**src/hw/rtl/rtc_pkg.sv**
```systemverilog
package rtc_pkg;

   typedef enum logic [1:0] {
      ACT_READ  = 2'd0,
      ACT_WRITE = 2'd1,
      ACT_TICK  = 2'd2,
      ACT_NONE  = 2'd3
   } action_type;

   localparam logic [3:0] ADDR_CONTROL     = 4'd1;
   localparam logic [3:0] ADDR_SECONDS     = 4'd4;
   localparam logic [3:0] ADDR_MINUTES     = 4'd5;
   localparam logic [3:0] ADDR_HOURS       = 4'd6;
   localparam logic [3:0] ADDR_DAYS        = 4'd7;
   localparam logic [3:0] ADDR_WEEKDAY     = 4'd8;
   localparam logic [3:0] ADDR_MONTH       = 4'd9;
   localparam logic [3:0] ADDR_YEAR        = 4'd10;
   localparam logic [3:0] ADDR_ALARM_FIRST = 4'd11;
   localparam logic [3:0] ADDR_ALARM_LAST  = 4'd15;

   localparam int ALARM_COUNT = 5;

   localparam int CTL_AIE_BIT = 7;
   localparam int CTL_AF_BIT  = 6;
   localparam logic [7:0] CTL_FLAGS = 8'h48;   // AF and TF
   localparam int ALARM_OFF_BIT = 7;

   localparam logic [7:0] SEC_LAST  = 8'h59;
   localparam logic [7:0] MIN_LAST  = 8'h59;
   localparam logic [7:0] HOUR_LAST = 8'h23;
   localparam logic [7:0] MON_LAST  = 8'h12;
   localparam logic [7:0] YEAR_LAST = 8'h99;
   localparam logic [7:0] BCD_ZERO  = 8'h00;
   localparam logic [7:0] BCD_ONE   = 8'h01;
   localparam logic [2:0] WDAY_LAST = 3'd6;
   localparam logic [2:0] WDAY_RESET = 3'd6;

   // Year codes that decode to 2100, the only non-leap multiple of four in range:
   // the tens digit ten with units zero, and the tens digit nine with units ten.
   localparam logic [7:0] YEAR_CENTURY     = 8'hA0;
   localparam logic [7:0] YEAR_CENTURY_ALT = 8'h9A;

   localparam logic [7:0] ALARM_MASK [ALARM_COUNT] = '{8'h7F, 8'h7F, 8'h3F, 8'h3F, 8'h07};

   typedef struct packed {
      logic [6:0] sec;
      logic [6:0] min;
      logic [5:0] hour;
      logic [5:0] day;
      logic [2:0] wday;
      logic [4:0] mon;
      logic [7:0] year;
   } time_type;

   typedef struct packed {
      logic       alarm_irq;
      logic [7:0] read_data;
   } rsp_type;

   // One BCD count step: bit 8 is the carry out, bits 7..0 the new value.
   function automatic logic [8:0] bcd_step(input logic [7:0] x, input logic [7:0] last,
                                           input logic [7:0] first);
      logic [8:0] r;
      if (x >= last) begin
         r = {1'b1, first};
      end else if (x[3:0] >= 4'd9) begin
         r = {1'b0, x[7:4] + 4'd1, 4'd0};
      end else begin
         r = {1'b0, x + 8'd1};
      end
      return r;
   endfunction

endpackage

```
**src/hw/rtl/rtc_tick_logic.sv**
```systemverilog
module rtc_tick_logic (
   input  rtc_pkg::time_type             cur,
   input  logic [rtc_pkg::ALARM_COUNT-1:0][7:0] alarm,
   output rtc_pkg::time_type             nxt,
   output logic                          alarm_hit
);
   import rtc_pkg::*;

   logic [8:0] sec_r, min_r, hour_r, day_r, mon_r, year_r;
   logic [7:0] last_day;
   logic [1:0] mod4;
   logic       leap;
   logic [7:0] field [ALARM_COUNT];
   logic       any_on, all_match;

   // The year is 2000 plus the BCD value; 2000 is a multiple of 400 and four.
   assign mod4 = {cur.year[4], 1'b0} + cur.year[1:0];
   assign leap = (mod4 == 2'd0) && (cur.year != YEAR_CENTURY) &&
                 (cur.year != YEAR_CENTURY_ALT);

   always_comb begin
      case (cur.mon)
         5'h04, 5'h06, 5'h09, 5'h11: last_day = 8'h30;
         5'h02:                      last_day = leap ? 8'h29 : 8'h28;
         default:                    last_day = 8'h31;
      endcase
   end

   always_comb begin
      sec_r  = bcd_step({1'b0, cur.sec}, SEC_LAST, BCD_ZERO);
      min_r  = bcd_step({1'b0, cur.min}, MIN_LAST, BCD_ZERO);
      hour_r = bcd_step({2'b00, cur.hour}, HOUR_LAST, BCD_ZERO);
      day_r  = bcd_step({2'b00, cur.day}, last_day, BCD_ONE);
      mon_r  = bcd_step({3'b000, cur.mon}, MON_LAST, BCD_ONE);
      year_r = bcd_step(cur.year, YEAR_LAST, BCD_ZERO);

      nxt = cur;
      nxt.sec = sec_r[6:0];
      if (sec_r[8]) begin
         nxt.min = min_r[6:0];
         if (min_r[8]) begin
            nxt.hour = hour_r[5:0];
            if (hour_r[8]) begin
               nxt.wday = (cur.wday >= WDAY_LAST) ? 3'd0 : cur.wday + 3'd1;
               nxt.day = day_r[5:0];
               if (day_r[8]) begin
                  nxt.mon = mon_r[4:0];
                  if (mon_r[8]) begin
                     nxt.year = year_r[7:0];
                  end
               end
            end
         end
      end
   end

   // Alarm fields are compared against the time after the advance.
   always_comb begin
      field[0] = {1'b0, nxt.sec};
      field[1] = {1'b0, nxt.min};
      field[2] = {2'b00, nxt.hour};
      field[3] = {2'b00, nxt.day};
      field[4] = {5'b00000, nxt.wday};
      any_on = 1'b0;
      all_match = 1'b1;
      for (int k = 0; k < ALARM_COUNT; k++) begin
         if (!alarm[k][ALARM_OFF_BIT]) begin
            any_on = 1'b1;
            if ((alarm[k] & ALARM_MASK[k]) != field[k]) begin
               all_match = 1'b0;
            end
         end
      end
      alarm_hit = any_on && all_match;
   end

endmodule

```
**src/hw/rtl/rtc_regfile.sv**
```systemverilog
module rtc_regfile (
   input  logic             clock,
   input  logic             reset,
   input  logic             accept,
   input  rtc_pkg::action_type action,
   input  logic [3:0]       reg_addr,
   input  logic [7:0]       write_data,
   output rtc_pkg::rsp_type result
);
   import rtc_pkg::*;

   logic [7:0] ctl_ff, ctl_in;
   logic       os_ff, os_in;
   time_type   time_ff, time_in, time_tick;
   logic [ALARM_COUNT-1:0][7:0] alarm_ff, alarm_in;
   logic       alarm_hit;
   logic [2:0] alarm_idx;
   logic [7:0] rd;

   rtc_tick_logic u_tick (
      .cur       (time_ff),
      .alarm     (alarm_ff),
      .nxt       (time_tick),
      .alarm_hit (alarm_hit)
   );

   assign alarm_idx = 3'(reg_addr - ADDR_ALARM_FIRST);

   always_comb begin
      case (reg_addr)
         ADDR_CONTROL: rd = ctl_ff;
         ADDR_SECONDS: rd = {os_ff, time_ff.sec};
         ADDR_MINUTES: rd = {1'b0, time_ff.min};
         ADDR_HOURS:   rd = {2'b00, time_ff.hour};
         ADDR_DAYS:    rd = {2'b00, time_ff.day};
         ADDR_WEEKDAY: rd = {5'b00000, time_ff.wday};
         ADDR_MONTH:   rd = {3'b000, time_ff.mon};
         ADDR_YEAR:    rd = time_ff.year;
         default: begin
            if (reg_addr inside {[ADDR_ALARM_FIRST:ADDR_ALARM_LAST]}) begin
               rd = alarm_ff[alarm_idx];
            end else begin
               rd = 8'h00;
            end
         end
      endcase
   end

   always_comb begin
      ctl_in = ctl_ff;
      os_in = os_ff;
      time_in = time_ff;
      alarm_in = alarm_ff;
      case (action)
         ACT_WRITE: begin
            case (reg_addr)
               ADDR_CONTROL: ctl_in = (write_data & ~CTL_FLAGS) |
                                      (ctl_ff & write_data & CTL_FLAGS);
               ADDR_SECONDS: begin
                  time_in.sec = write_data[6:0];
                  os_in = 1'b0;
               end
               ADDR_MINUTES: time_in.min  = write_data[6:0];
               ADDR_HOURS:   time_in.hour = write_data[5:0];
               ADDR_DAYS:    time_in.day  = write_data[5:0];
               ADDR_WEEKDAY: time_in.wday = write_data[2:0];
               ADDR_MONTH:   time_in.mon  = write_data[4:0];
               ADDR_YEAR:    time_in.year = write_data;
               default: begin
                  if (reg_addr inside {[ADDR_ALARM_FIRST:ADDR_ALARM_LAST]}) begin
                     alarm_in[alarm_idx] = write_data;
                  end
               end
            endcase
         end
         ACT_TICK: begin
            time_in = time_tick;
            if (alarm_hit) begin
               ctl_in[CTL_AF_BIT] = 1'b1;
            end
         end
         default: begin
         end
      endcase
   end

   assign result.read_data = (action == ACT_READ) ? rd : 8'h00;
   assign result.alarm_irq = ctl_in[CTL_AF_BIT] && ctl_in[CTL_AIE_BIT];

   always_ff @(posedge clock) begin
      if (reset) begin
         ctl_ff <= 8'h00;
         os_ff <= 1'b1;
         time_ff <= '{sec: 7'h00, min: 7'h00, hour: 6'h00, day: 6'h01,
                      wday: WDAY_RESET, mon: 5'h01, year: 8'h00};
         alarm_ff <= {ALARM_COUNT{8'h80}};
      end else if (accept) begin
         ctl_ff <= ctl_in;
         os_ff <= os_in;
         time_ff <= time_in;
         alarm_ff <= alarm_in;
      end
   end

endmodule

```
**src/hw/rtl/rtc_out_skid.sv**
```systemverilog
module rtc_out_skid (
   input  logic             clock,
   input  logic             reset,
   input  logic             in_valid,
   input  rtc_pkg::rsp_type in_data,
   output logic             in_ready,
   output logic             out_valid,
   output rtc_pkg::rsp_type out_data,
   input  logic             out_ready
);
   import rtc_pkg::*;

   logic    main_valid_ff, skid_valid_ff;
   rsp_type main_ff, skid_ff;
   logic    take, push;

   assign take = main_valid_ff && out_ready;
   assign push = in_valid && in_ready;
   assign in_ready = !skid_valid_ff;
   assign out_valid = main_valid_ff;
   assign out_data = main_ff;

   always_ff @(posedge clock) begin
      if (reset) begin
         main_valid_ff <= 1'b0;
         skid_valid_ff <= 1'b0;
      end else if (skid_valid_ff) begin
         if (take) begin
            main_ff <= skid_ff;
            skid_valid_ff <= 1'b0;
         end
      end else if (push) begin
         if (!main_valid_ff || take) begin
            main_ff <= in_data;
            main_valid_ff <= 1'b1;
         end else begin
            skid_ff <= in_data;
            skid_valid_ff <= 1'b1;
         end
      end else if (take) begin
         main_valid_ff <= 1'b0;
      end
   end

endmodule

```
**src/hw/rtl/rtc_calendar_alarm_registers.sv**
```systemverilog
// Channel   Direction  Ports                        Contents
// req       in         req_tvalid/tready/tdata/user  register access or one-second tick
// rsp       out        rsp_tvalid/tready/tdata       read byte and alarm interrupt level
//
// Every request is handled in the cycle it is accepted, so one request per cycle is taken
// while the buffer has room. The register file and calendar update at the accepting edge;
// the response goes to a two-entry output buffer; requests keep flowing while one waits.
// A synchronous active-high reset loads the power-on calendar and disables all alarms.
// Ready drops only when both output entries are full, until the consumer takes one.
module rtc_calendar_alarm_registers (
   input  logic        clock,
   input  logic        reset,
   input  logic        req_tvalid,
   output logic        req_tready,
   input  logic [15:0] req_tdata,   // [3:0] reg_addr, [11:4] write_data, [15:12] zero
   input  logic [1:0]  req_tuser,   // [1:0] action
   output logic        rsp_tvalid,
   input  logic        rsp_tready,
   output logic [15:0] rsp_tdata    // [7:0] read_data, [8] alarm_irq, [15:9] zero
);
   import rtc_pkg::*;

   logic       accept;
   action_type action;
   rsp_type    result, rsp_data;

   // A request is taken when the output buffer has room.
   assign accept = req_tvalid && req_tready;
   assign action = action_type'(req_tuser);

   // The register file holds the calendar state and works out each response
   // combinationally from the request and the current state.
   rtc_regfile u_regfile (
      .clock      (clock),
      .reset      (reset),
      .accept     (accept),
      .action     (action),
      .reg_addr   (req_tdata[3:0]),
      .write_data (req_tdata[11:4]),
      .result     (result)
   );

   // The output buffer decouples the response side from the request side.
   rtc_out_skid u_skid (
      .clock     (clock),
      .reset     (reset),
      .in_valid  (req_tvalid),
      .in_data   (result),
      .in_ready  (req_tready),
      .out_valid (rsp_tvalid),
      .out_data  (rsp_data),
      .out_ready (rsp_tready)
   );

   assign rsp_tdata = {7'b0000000, rsp_data.alarm_irq, rsp_data.read_data};

endmodule

```
**config.mk**
```make
export PLATFORM = sky130hd
export DESIGN_NAME = rtc_calendar_alarm_registers
export DESIGN_NICKNAME = d
export VERILOG_FILES = /design/src/hw/rtl/rtc_pkg.sv /design/src/hw/rtl/rtc_tick_logic.sv /design/src/hw/rtl/rtc_regfile.sv /design/src/hw/rtl/rtc_out_skid.sv /design/src/hw/rtl/rtc_calendar_alarm_registers.sv
export SDC_FILE = /design/constraint.sdc
export NUM_CORES = 1
export LEC_CHECK = 0
export BUFFER_PORTS_ARGS = -buffer_cell sky130_fd_sc_hd__buf_2
export CORE_MARGIN = 5
export CORE_UTILIZATION = 45
export DETAILED_ROUTE_END_ITERATION = 10
export PLACE_DENSITY_LB_ADDON = 0.15
export SLEW_MARGIN = 20
export SYNTH_ARGS = -nofsm -noshare
export SYNTH_HDL_FRONTEND = slang
export SYNTH_SLANG_ARGS = --single-unit
```
**constraint.sdc**
```tcl
create_clock -name clock -period 4.89 [get_ports clock]
set_clock_uncertainty 0.05 [all_clocks]
set_input_delay 0.7335 -clock clock [delete_from_list [all_inputs] [get_ports clock]]
set_output_delay 0.7335 -clock clock [all_outputs]
set_load 0.05 [all_outputs]
```
---- Yosys cells after proc, flatten, opt, wreduce, memory -nomap -nowiden ----
Index checks and enable logic that the tools add are counted.
word-level totals
  bits in writable memories ............... 0
  register bits after elaboration ......... 111
  ROM bits ................................ 0
  memories kept ........................... 0
  output and inout port bits .............. 18
  bits of input ports ..................... 22
  bits in latches ......................... 0
cells by class
  divide/modulo/power cells ............... 0
  muxes and demuxes ....................... 66
  multiply operators ...................... 0
  equal/unequal tests ..................... 36
  magnitude comparators ................... 17
  bitwise operators ....................... 6
  add/subtract/negate cells ............... 15
  reduce and logical (&&, ||, !) cells .... 32
  shift operators ......................... 0
operators by type and width
  kind                                                             count
  8-bit 2-to-1 mux                                                 11
  42-bit one-hot mux with 2 select lines                           1
  9-bit 2-to-1 mux                                                 9
  8-bit one-hot mux with 8 select lines                            1
  40-bit bitwise mux                                               1
  35-bit 2-to-1 mux                                                1
  4-bit >= comparator, second input constant                       7
  28-bit 2-to-1 mux                                                1
  7-bit 2-to-1 mux                                                 4
  2-bit != test, second input constant                             13
  1-bit 2-to-1 mux                                                 25
  8-bit binary-select mux with 3-bit select                        1
  8-bit demux with 3-bit select                                    1
  3-bit AND reduction                                              8
  22-bit 2-to-1 mux                                                1
  6-bit 2-to-1 mux                                                 3
  7-bit by 1-bit adder with 8-bit output, second input constant    2
  4-bit by 3-bit == test with 1-bit output, second input constant  4
  8-bit != test, second input constant                             2
  6-bit by 1-bit adder with 7-bit output, second input constant    2
  7-bit >= comparator, second input constant                       2
  7-bit != test                                                    2
  13-bit 2-to-1 mux                                                1
  4-bit == test, second input constant                             3
  44 further kinds                                                 66

---- Logic depth before layout (Yosys ltp) ----
Gate-level depths: netlist (run 1).
  word-level depth ........................ 28
  mapped depth ............................ 20
  mapped depth without buffers ............ 19

---- Cells and area by module ----
Synthesis (run 1) repeated with hierarchy kept, for this count alone.
second synthesis, totals
  cell total of the unflattened synthesis .. 983
  area, all modules ....................... 8150.3 um^2
modules (own cells, without submodules)
  module                        cells an instance  times used  area an instance (um^2)  seq. area each (um^2)
  rtc_regfile                   569                1           4785.8                   1821.7
  rtc_tick_logic                364                1           2518.7                   0.0
  rtc_out_skid                  41                 1           783.3                    580.6
  rtc_calendar_alarm_registers  9                  1           62.6                     0.0

---- Worst setup path before layout (run 1) ----
Ideal clock, no wire load.
  path kind ............................... reg-to-reg
  from .................................... reg u_regfile.time_ff[4] in the netlist's numbering
  to ...................................... reg u_skid.main_ff, in the netlist u_skid.out_data[8], data pin
  setup time .............................. 0.265 ns
  clock period less this slack ............ 3.687 ns
  setup slack ............................. 1.203 ns
  stages on the path, launching flop included .. 20
  data arrival time ....................... 3.371 ns
  cell sequence ........................... dfxtp_1 -> clkbuf_1 -> inv_1 -> ha_1 -> nand2_1 -> nor2_1 -> a31oi_1 -> nor4b_1 -> o41ai_1 -> nor2_1 -> a31oi_1 -> ha_1 -> nor4b_1 -> o211ai_1 -> or2_2 -> a21oi_1 -> xnor2_1 -> a41oi_1 -> nand2b_1 -> o21ai_1
between the ends
  word-level cells in the longest chain between the ends .. 23
  elaborated cells on any way between the ends .. 25
  classes of those cells .................. 1 x add/sub; 1 x order compare; 3 x eq/ne; 15 x mux; 5 x reduce/logical
ends and longest elaborated chain
  element                                             line                  source
  start, declared                                     rtc_regfile.sv:14     time_type time_ff, time_in, time_tick;
  start signal, assigned                              rtc_regfile.sv:94     time_ff <= '{sec: 7'h00, min: 7'h00, hour: 6'h00, day: 6'h01,
  start signal, assigned                              rtc_regfile.sv:100    time_ff <= time_in;
  2-bit adder                                         rtc_tick_logic.sv:17  assign mod4 = {cur.year[4], 1'b0} + cur.year[1:0];
  2-bit zero test                                     rtc_tick_logic.sv:18  assign leap = (mod4 == 2'd0) && (cur.year != YEAR_CENTURY) &&
  1-bit logical AND                                   rtc_tick_logic.sv:18
  1-bit logical AND (*)                               rtc_tick_logic.sv:18
  1-bit 2-to-1 mux (*)                                rtc_tick_logic.sv:24  5'h02: last_day = leap ? 8'h29 : 8'h28;
  5-bit one-hot mux with 2 select lines (*)           rtc_tick_logic.sv:22  case (cur.mon)
  6-bit by 8-bit >= comparator with 1-bit output (*)  rtc_pkg.sv:64         if (x >= last) begin
  9-bit 2-to-1 mux (*)                                rtc_pkg.sv:64
  [... 7 more ...]                                    n/a
  1-bit 2-to-1 mux (*)                                rtc_tick_logic.sv:67  if (!alarm[k][ALARM_OFF_BIT]) begin
  1-bit logical AND (*)                               rtc_tick_logic.sv:74  alarm_hit = any_on && all_match;
  1-bit 2-to-1 mux (*)                                rtc_regfile.sv:78     if (alarm_hit) begin
  1-bit one-hot mux with 2 select lines (*)           rtc_regfile.sv:54     case (action)
  1-bit logical AND (*)                               rtc_regfile.sv:88     assign result.alarm_irq = ctl_in[CTL_AF_BIT] && ctl_in[CTL_AIE_BIT];
  9-bit 2-to-1 mux (*)                                rtc_out_skid.sv:33    if (!main_valid_ff || take) begin
  9-bit 2-to-1 mux (*)                                rtc_out_skid.sv:32    end else if (push) begin
  9-bit 2-to-1 mux (*)                                rtc_out_skid.sv:27    end else if (skid_valid_ff) begin
  end signal, assigned                                rtc_out_skid.sv:29    main_ff <= skid_ff;
  end signal, assigned                                rtc_out_skid.sv:34    main_ff <= in_data;
  end, declared                                       rtc_out_skid.sv:14    rsp_type main_ff, skid_ff;
Mark *: on every way between the ends. The rest lies on a longest branch, timed or not. The select of a mux whose other input is x is not followed.
A chain may end at the register's enable or synchronous reset.

---- Final worst setup path (run 1) ----
  from .................................... reg u_regfile.time_ff[1] in the netlist's numbering
  to ...................................... reg u_regfile.ctl_ff[6]
between the ends
  word-level cells in the longest chain between the ends .. 19
  elaborated cells on any way between the ends .. 21
  classes of those cells .................. 1 x add/sub; 1 x order compare; 3 x eq/ne; 12 x mux; 4 x reduce/logical
ends and longest elaborated chain
  element                                             line                  source
  2-bit adder                                         rtc_tick_logic.sv:17
  2-bit zero test                                     rtc_tick_logic.sv:18
  1-bit logical AND                                   rtc_tick_logic.sv:18
  1-bit logical AND (*)                               rtc_tick_logic.sv:18
  1-bit 2-to-1 mux (*)                                rtc_tick_logic.sv:24
  5-bit one-hot mux with 2 select lines (*)           rtc_tick_logic.sv:22
  6-bit by 8-bit >= comparator with 1-bit output (*)  rtc_pkg.sv:64
  9-bit 2-to-1 mux (*)                                rtc_pkg.sv:64
  [... 3 more ...]                                    n/a
  6-bit != test (*)                                   rtc_tick_logic.sv:69  if ((alarm[k] & ALARM_MASK[k]) != field[k]) begin
  1-bit 2-to-1 mux (*)                                rtc_tick_logic.sv:69
  1-bit 2-to-1 mux (*)                                rtc_tick_logic.sv:67
  1-bit 2-to-1 mux                                    rtc_tick_logic.sv:69
  1-bit 2-to-1 mux (*)                                rtc_tick_logic.sv:67
  1-bit logical AND (*)                               rtc_tick_logic.sv:74
  1-bit 2-to-1 mux (*)                                rtc_regfile.sv:78
  1-bit one-hot mux with 2 select lines (*)           rtc_regfile.sv:54
  end signal, assigned                                rtc_regfile.sv:98     ctl_ff <= ctl_in;
  end, declared                                       rtc_regfile.sv:12     logic [7:0] ctl_ff, ctl_in;
Marked as above.

==> results.json, run 1 <==
{
  "die_height_um": 141,
  "final-instance-count-excl-fill": 1146,
  "pwr_cell_area_mw_per_mm2": 256,
  "ratio_of_final_minimum_period_to_clock_period_pct": 88.9,
  "grt_first_pass_wirelength_mm": 37.3,
  "floorplan.die_area_mm2": 0.0197,
  "insertion_delay_ps": 360,
  "number_of_synthesized_register_bits": 111,
  "cts_tree": "yes",
  "post_route_design_area_mm2": 0.00822,
  "hold_violations": 0,
  "synth_enable_flop_cells": 18,
  "dp_cells": 1130,
  "crit_arrival_ps": 4580,
  "post_cts_hold_buffer_count": 0,
  "drc_errors": 0,
  "detail_route.wirelength_mm": 24.0,
  "ys_seq_area_share_pct": 31.3,
  "vdd.ir_drop.worst_mv": 0.160,
  "yosys.cell_types.count": 76,
  "grt_use_total_pct": 23.9,
  "dp_hpwl_mm": 17.3,
  "dr.pass1.iters": 5,
  "route.vias.total": 7012,
  "critical_path_peak_fanout": 7,
  "worst_setup_hold_path_clk_slew_ps": 80,
  "run_status": "finished clean",
  "layout-drive-gt1-share_pct": 9.29,
  "drt.antenna.violating_nets": 0,
  "crit_type": "register to register",
  "htree_levels": 3,
  "required_ps": 5130,
  "routed_wire_length_per_instance_um": 20.9,
  "grt-ovfl-total": 0,
  "core-area_mm2": 0.0166,
  "cts_repair_resize_count": 0,
  "critical_path.endpoint_type": "register",
  "mappedNetlistArea_mm2": 0.00767,
  "max_buffers_root_to_sink": 2,
  "floorplan.die.width_um": 141,
  "share_clk_of_total_power_pct": 37.6,
  "placed_cell_area_mm2": 0.00792,
  "boundaryPins": 40,
  "number_of_antenna_violations_at_the_first_check_in_global_routing": 0,
  "net-switching-power_mw": 0.642,
  "dr.first_iter.drc_count": 526,
  "antenna_cells_inserted": 0,
  "timing.fmax_mhz": 230,
  "post_synth_main_area_contributors": "dfxtp_1 (24%), mux2i_1 (8.4%), edfxtp_1 (7.0%)",
  "std_cell_rows": 47,
  "syn_area_per_cell_um2": 8.25,
  "clock_tree.root_cell": "clkbuf_16",
  "initial_util_pct": 46.1,
  "syn_to_final_growth_pct": 7.23,
  "clock_sinks": 111,
  "preCtsSetupSlack_ps": 573,
  "viasPerCell": 6.12,
  "synth_top_cell_by_area": "dfxtp_1",
  "postSynthCellCount": 929,
  "grt_max_degree": 82,
  "slew-limit-headroom_pct": 35.8,
  "dominantRegCellSynth": "dfxtp_1",
  "synth.top_cells.by_count": "nor2_1 (95), dfxtp_1 (93), nand2_1 (80), mux2i_1 (64), a21oi_1 (62)",
  "finalWeightedCongestion": 0.917,
  "hp-class": "register to register",
  "postLayoutSetupSlackWorst_ps": 543,
  "cap_viol_max_count": 0,
  "sequential_power_share_pct": 47.0,
  "switching_fraction_of_total_power_pct": 30.5,
  "internal_mw": 1.46,
  "post-cts-setup-buffer-count": 0,
  "finalNetCount": 985,
  "final_core_utilization_pct": 49.4,
  "drv_slew": 0,
  "leakage_nw": 2.98,
  "totalPowerFinal_mw": 2.10,
  "final.setup.tns_ps": 0,
  "async_reset_ff_share_pct": 0,
  "grt_setup_unrepaired": "false",
  "yosys_warns": 0,
  "portBuffers": 28,
  "timing.final.setup_violations": 0,
  "post-synth-top-count-cell": "nor2_1",
  "worst_hold_slack_ps": 422,
  "final.min_clock_period_ps": 4350,
  "cts_buffers": 9,
  "yosys.area.top_type_share_pct": 24.3,
  "first_global_vias": 6407,
  "max_slew.worst_pin.slew_ps": 958,
  "power.share.combinational_pct": 15.4,
  "start_kind": "register"
}
[power groups by stage]
stage,clock (mW),sequential [mW],combinational (mW)
5_1_grt,0.843,0.992,0.352
2_1_floorplan,0,1.00,0.228
3_3_place_gp,0,1.01,0.318
4_1_cts,0.806,0.987,0.320
6_report,0.790,0.988,0.325
3_5_place_dp,0,1.01,0.319
[logic make-up after synthesis]
family / share of synthesized area (%)
XOR/XNOR: 3.08
buffers and inverters: 6.04
multiplexers: 10.1
AND/OR/NAND/NOR: 18.2
other: 0.0489
flip-flops: 31.3
adder cells (fa/ha/maj): 6.85
AO/OA/AOI/OAI: 24.3
[cell usage in the layout (no fill, tap or decap), drive strengths merged, types with 8 or more instances in the layout]
cell,instances
nor3,17
nand2,80
mux2i,64
o211ai,12
inv,42
nor2,97
edfxtp,18
o21a,8
mux2,12
xnor2,14
a31oi,15
a22oi,10
o21ai,60
clkbuf,10
a211oi,11
a21oi,62
nand3,27
xor2,13
o22ai,11
nand2b,10
dfxtp,93
ha,42
a221o,9
buf,44
nor2b,15
o31ai,12
[final timing paths]
path / slack, ps / end / startpoint / depth (start not counted)
worst max register to register: 540 / u_regfile.ctl_ff[6]$_SDFFE_PP0P_ / u_regfile.time_ff[1]$_SDFFE_PP0P_ / 19
worst max-delay path: 540 / u_regfile.ctl_ff[6]$_SDFFE_PP0P_ / u_regfile.time_ff[1]$_SDFFE_PP0P_ / 19
worst min register to register: 420 / u_regfile.os_ff$_SDFFE_PP1P_ / u_regfile.os_ff$_SDFFE_PP1P_ / 2
worst min-delay path: 420 / u_regfile.os_ff$_SDFFE_PP1P_ / u_regfile.os_ff$_SDFFE_PP1P_ / 2
[registers in the layout (all words and copies together) (netlist names)]
name / cells
u_regfile.alarm_ff: 40
u_regfile.ctl_ff: 8
u_regfile.os_ff: 1
u_regfile.time_ff: 42
u_skid.out_data: 9
u_skid.out_valid: 1
u_skid.skid_ff: 9
u_skid.skid_valid_ff: 1
[final cells by class]
class                   count  area (um2)
well taps                 220         275
repair buffers             44         260
clock inverters             6        77.6
flip-flops and latches    111        2400
inverters                  40         150
clock buffers              10         229
multi-input cells         715        4830
fillers                  1664        8420
[worst max-delay path, stage by stage, from the launching register on]
cell,delay (ps)
dfxtp_1,470
inv_1,120
ha_1,190
nand2_1,60
nor2_1,40
a31oi_1,160
nor4b_1,80
o41ai_1,250
nor2_1,70
a31oi_1,170
ha_1,250
nor4b_1,350
o211ai_1,310
nor3b_1,280
mux2i_1,160
xnor2_1,180
nor3_1,330
a41oi_1,280
or3_1,360
o22ai_1,120
[metal layers]
layer / GRT usage [%] / part of all wire, %
met5: 0 / 0
met2: 38.1 / 45
met4: 6.99 / 3.0
met3: 4.33 / 6.1
met1: 33.2 / 46
Power figures use the tool's default switching activity.
==> inputs of run 2 (changes only) <==
--- a/config.mk
+++ b/config.mk
@@ -6,10 +6,12 @@
 export NUM_CORES = 1
 export LEC_CHECK = 0
 export BUFFER_PORTS_ARGS = -buffer_cell sky130_fd_sc_hd__buf_2
+export CORE_ASPECT_RATIO = 0.75
 export CORE_MARGIN = 5
 export CORE_UTILIZATION = 45
 export DETAILED_ROUTE_END_ITERATION = 10
 export PLACE_DENSITY_LB_ADDON = 0.15
+export SETUP_SLACK_MARGIN = 0.1
 export SLEW_MARGIN = 20
 export SYNTH_ARGS = -nofsm -noshare
 export SYNTH_HDL_FRONTEND = slang
==> results.json, run 2 (synthesis results as in run 1) <==
{
  "layout-drive-gt1-share_pct": 9.21,
  "max_slew.worst_pin.slew_ps": 1080,
  "number_of_antenna_violations_at_the_first_check_in_global_routing": 0,
  "required_ps": 5130,
  "finalWeightedCongestion": 0.931,
  "crit_type": "register to register",
  "dr.pass1.iters": 6,
  "dp_cells": 1122,
  "final.setup.tns_ps": 0,
  "leakage_nw": 2.97,
  "timing.final.setup_violations": 0,
  "grt_setup_unrepaired": "false",
  "htree_levels": 3,
  "share_clk_of_total_power_pct": 37.2,
  "grt_use_total_pct": 24.4,
  "timing.fmax_mhz": 227,
  "max_buffers_root_to_sink": 2,
  "largest_register": "u_regfile.time_ff",
  "final.min_clock_period_ps": 4410,
  "final-instance-count-excl-fill": 1138,
  "dr.first_iter.drc_count": 821,
  "largest_register_ff_count": 42,
  "worst_setup_hold_path_clk_slew_ps": 90,
  "postLayoutSetupSlackWorst_ps": 480,
  "drt.antenna.violating_nets": 0,
  "cap_viol_max_count": 0,
  "floorplan.die_area_mm2": 0.0198,
  "std_cell_rows": 41,
  "routed_wire_length_per_instance_um": 21.5,
  "drc_errors": 0,
  "insertion_delay_ps": 370,
  "detail_route.wirelength_mm": 24.5,
  "first_global_vias": 6181,
  "cts_tree": "yes",
  "grt_max_degree": 82,
  "clock_tree.root_cell": "clkbuf_16",
  "crit_arrival_ps": 4650,
  "boundaryPins": 40,
  "clock_sinks": 111,
  "floorplan.die.width_um": 161,
  "finalNetCount": 982,
  "vdd.ir_drop.worst_mv": 0.188,
  "antenna_cells_inserted": 0,
  "portBuffers": 28,
  "slew-limit-headroom_pct": 27.5,
  "preCtsSetupSlack_ps": 524,
  "start_kind": "register",
  "totalPowerFinal_mw": 2.10,
  "layout.cells.most_common_list": "nor2_1 (95), dfxtp_1 (93), nand2_1 (80), mux2i_1 (64), a21oi_1 (61)",
  "dp_hpwl_mm": 17.8,
  "reg.largest.list": "u_regfile.time_ff (42), u_regfile.alarm_ff (40)",
  "switching_fraction_of_total_power_pct": 32.1,
  "core-area_mm2": 0.0168,
  "commonest_non_fill_non_tap_cell_in_the_layout": "nor2_1",
  "internal_mw": 1.43,
  "syn_to_final_growth_pct": 7.08,
  "route.vias.total": 6988,
  "die_height_um": 123,
  "cts_buffers": 9,
  "net-switching-power_mw": 0.674,
  "run_status": "finished clean",
  "sequential_power_share_pct": 47.1,
  "power.share.combinational_pct": 15.6,
  "hold_violations": 0,
  "viasPerCell": 6.14,
  "grt-ovfl-total": 0,
  "hp-class": "register to register",
  "worst_hold_slack_ps": 429,
  "critical_path.endpoint_type": "register",
  "ratio_of_final_minimum_period_to_clock_period_pct": 90.2,
  "drv_slew": 0,
  "critical_path_peak_fanout": 8,
  "pwr_cell_area_mw_per_mm2": 256,
  "initial_util_pct": 45.7,
  "grt_first_pass_wirelength_mm": 37.3
}
==> run 2: cell count changes in the layout (fill, tap and decap cells not counted), sizes merged <==
cell	previous run	this run
buf	44	41
clkinv	2	4
bufinv	1	0
clkbuf	10	9
==> run 2: final timing paths <==
path / cells after the start / slack [ps] / from / end
worst max register to register: 19 / 480 / u_regfile.time_ff[0]$_SDFFE_PP0P_ / u_regfile.ctl_ff[6]$_SDFFE_PP0P_
worst min register to register: 2 / 430 / u_regfile.os_ff$_SDFFE_PP1P_ / u_regfile.os_ff$_SDFFE_PP1P_
worst max-delay path: 19 / 480 / u_regfile.time_ff[0]$_SDFFE_PP0P_ / u_regfile.ctl_ff[6]$_SDFFE_PP0P_
worst min-delay path: 2 / 430 / u_regfile.os_ff$_SDFFE_PP1P_ / u_regfile.os_ff$_SDFFE_PP1P_
==> run 2: per-stage QoR <==
step                utilization, %  instance area, um2
CTS                           48.9                8210
detailed placement            47.0                7890
floorplan                        -                7690
global placement              47.0                7890
global route                  48.9                8210
finish                        48.9                8210
==> run 2: critical path, stage by stage, from the launching register on <==
cell	delay, ps
dfxtp_1	500
inv_1	130
ha_1	210
nand2_1	60
nor2_1	40
a31oi_1	150
nor4b_1	100
o41ai_1	310
nor2_1	70
a31oi_1	190
ha_1	260
nor4b_1	330
o211ai_1	320
o21a_1	260
a21oi_1	350
xor2_1	120
nor3_1	220
a41oi_1	190
or3_1	340
o22ai_1	130
==> run 2: cell type report <==
| type | count | area (um2) |
|---|---|---|
| fill | 1665 | 8560 |
| multi-input combinational | 715 | 4830 |
| sequential | 111 | 2400 |
| tap | 215 | 269 |
| timing repair buffer | 41 | 238 |
| clock buffer | 9 | 225 |
| inverter | 40 | 150 |
| clock inverter | 7 | 95.1 |
==> run 2: what timing repair did <==
action	4_1_cts	5_1_grt
hold endpoints to repair	0	0
gates resized for setup	0	1
setup endpoints to repair	0	1
setup buffers	0	0
hold buffers	0	0
==> run 2: power groups by stage <==
stage | combinational, mW | sequential, mW | clock [mW]
detailed placement | 0.320 | 1.01 | 0
global route | 0.355 | 0.994 | 0.837
floorplan | 0.228 | 1.00 | 0
finish | 0.328 | 0.990 | 0.782
CTS | 0.322 | 0.989 | 0.799
global placement | 0.318 | 1.01 | 0
==> run 2: layer usage <==
layer | global-route usage [%] | share of wire [%]
met3 | 5.40 | 8.7
met5 | 0 | 0
met4 | 4.69 | 1.3
met1 | 38.8 | 51
met2 | 33.4 | 39
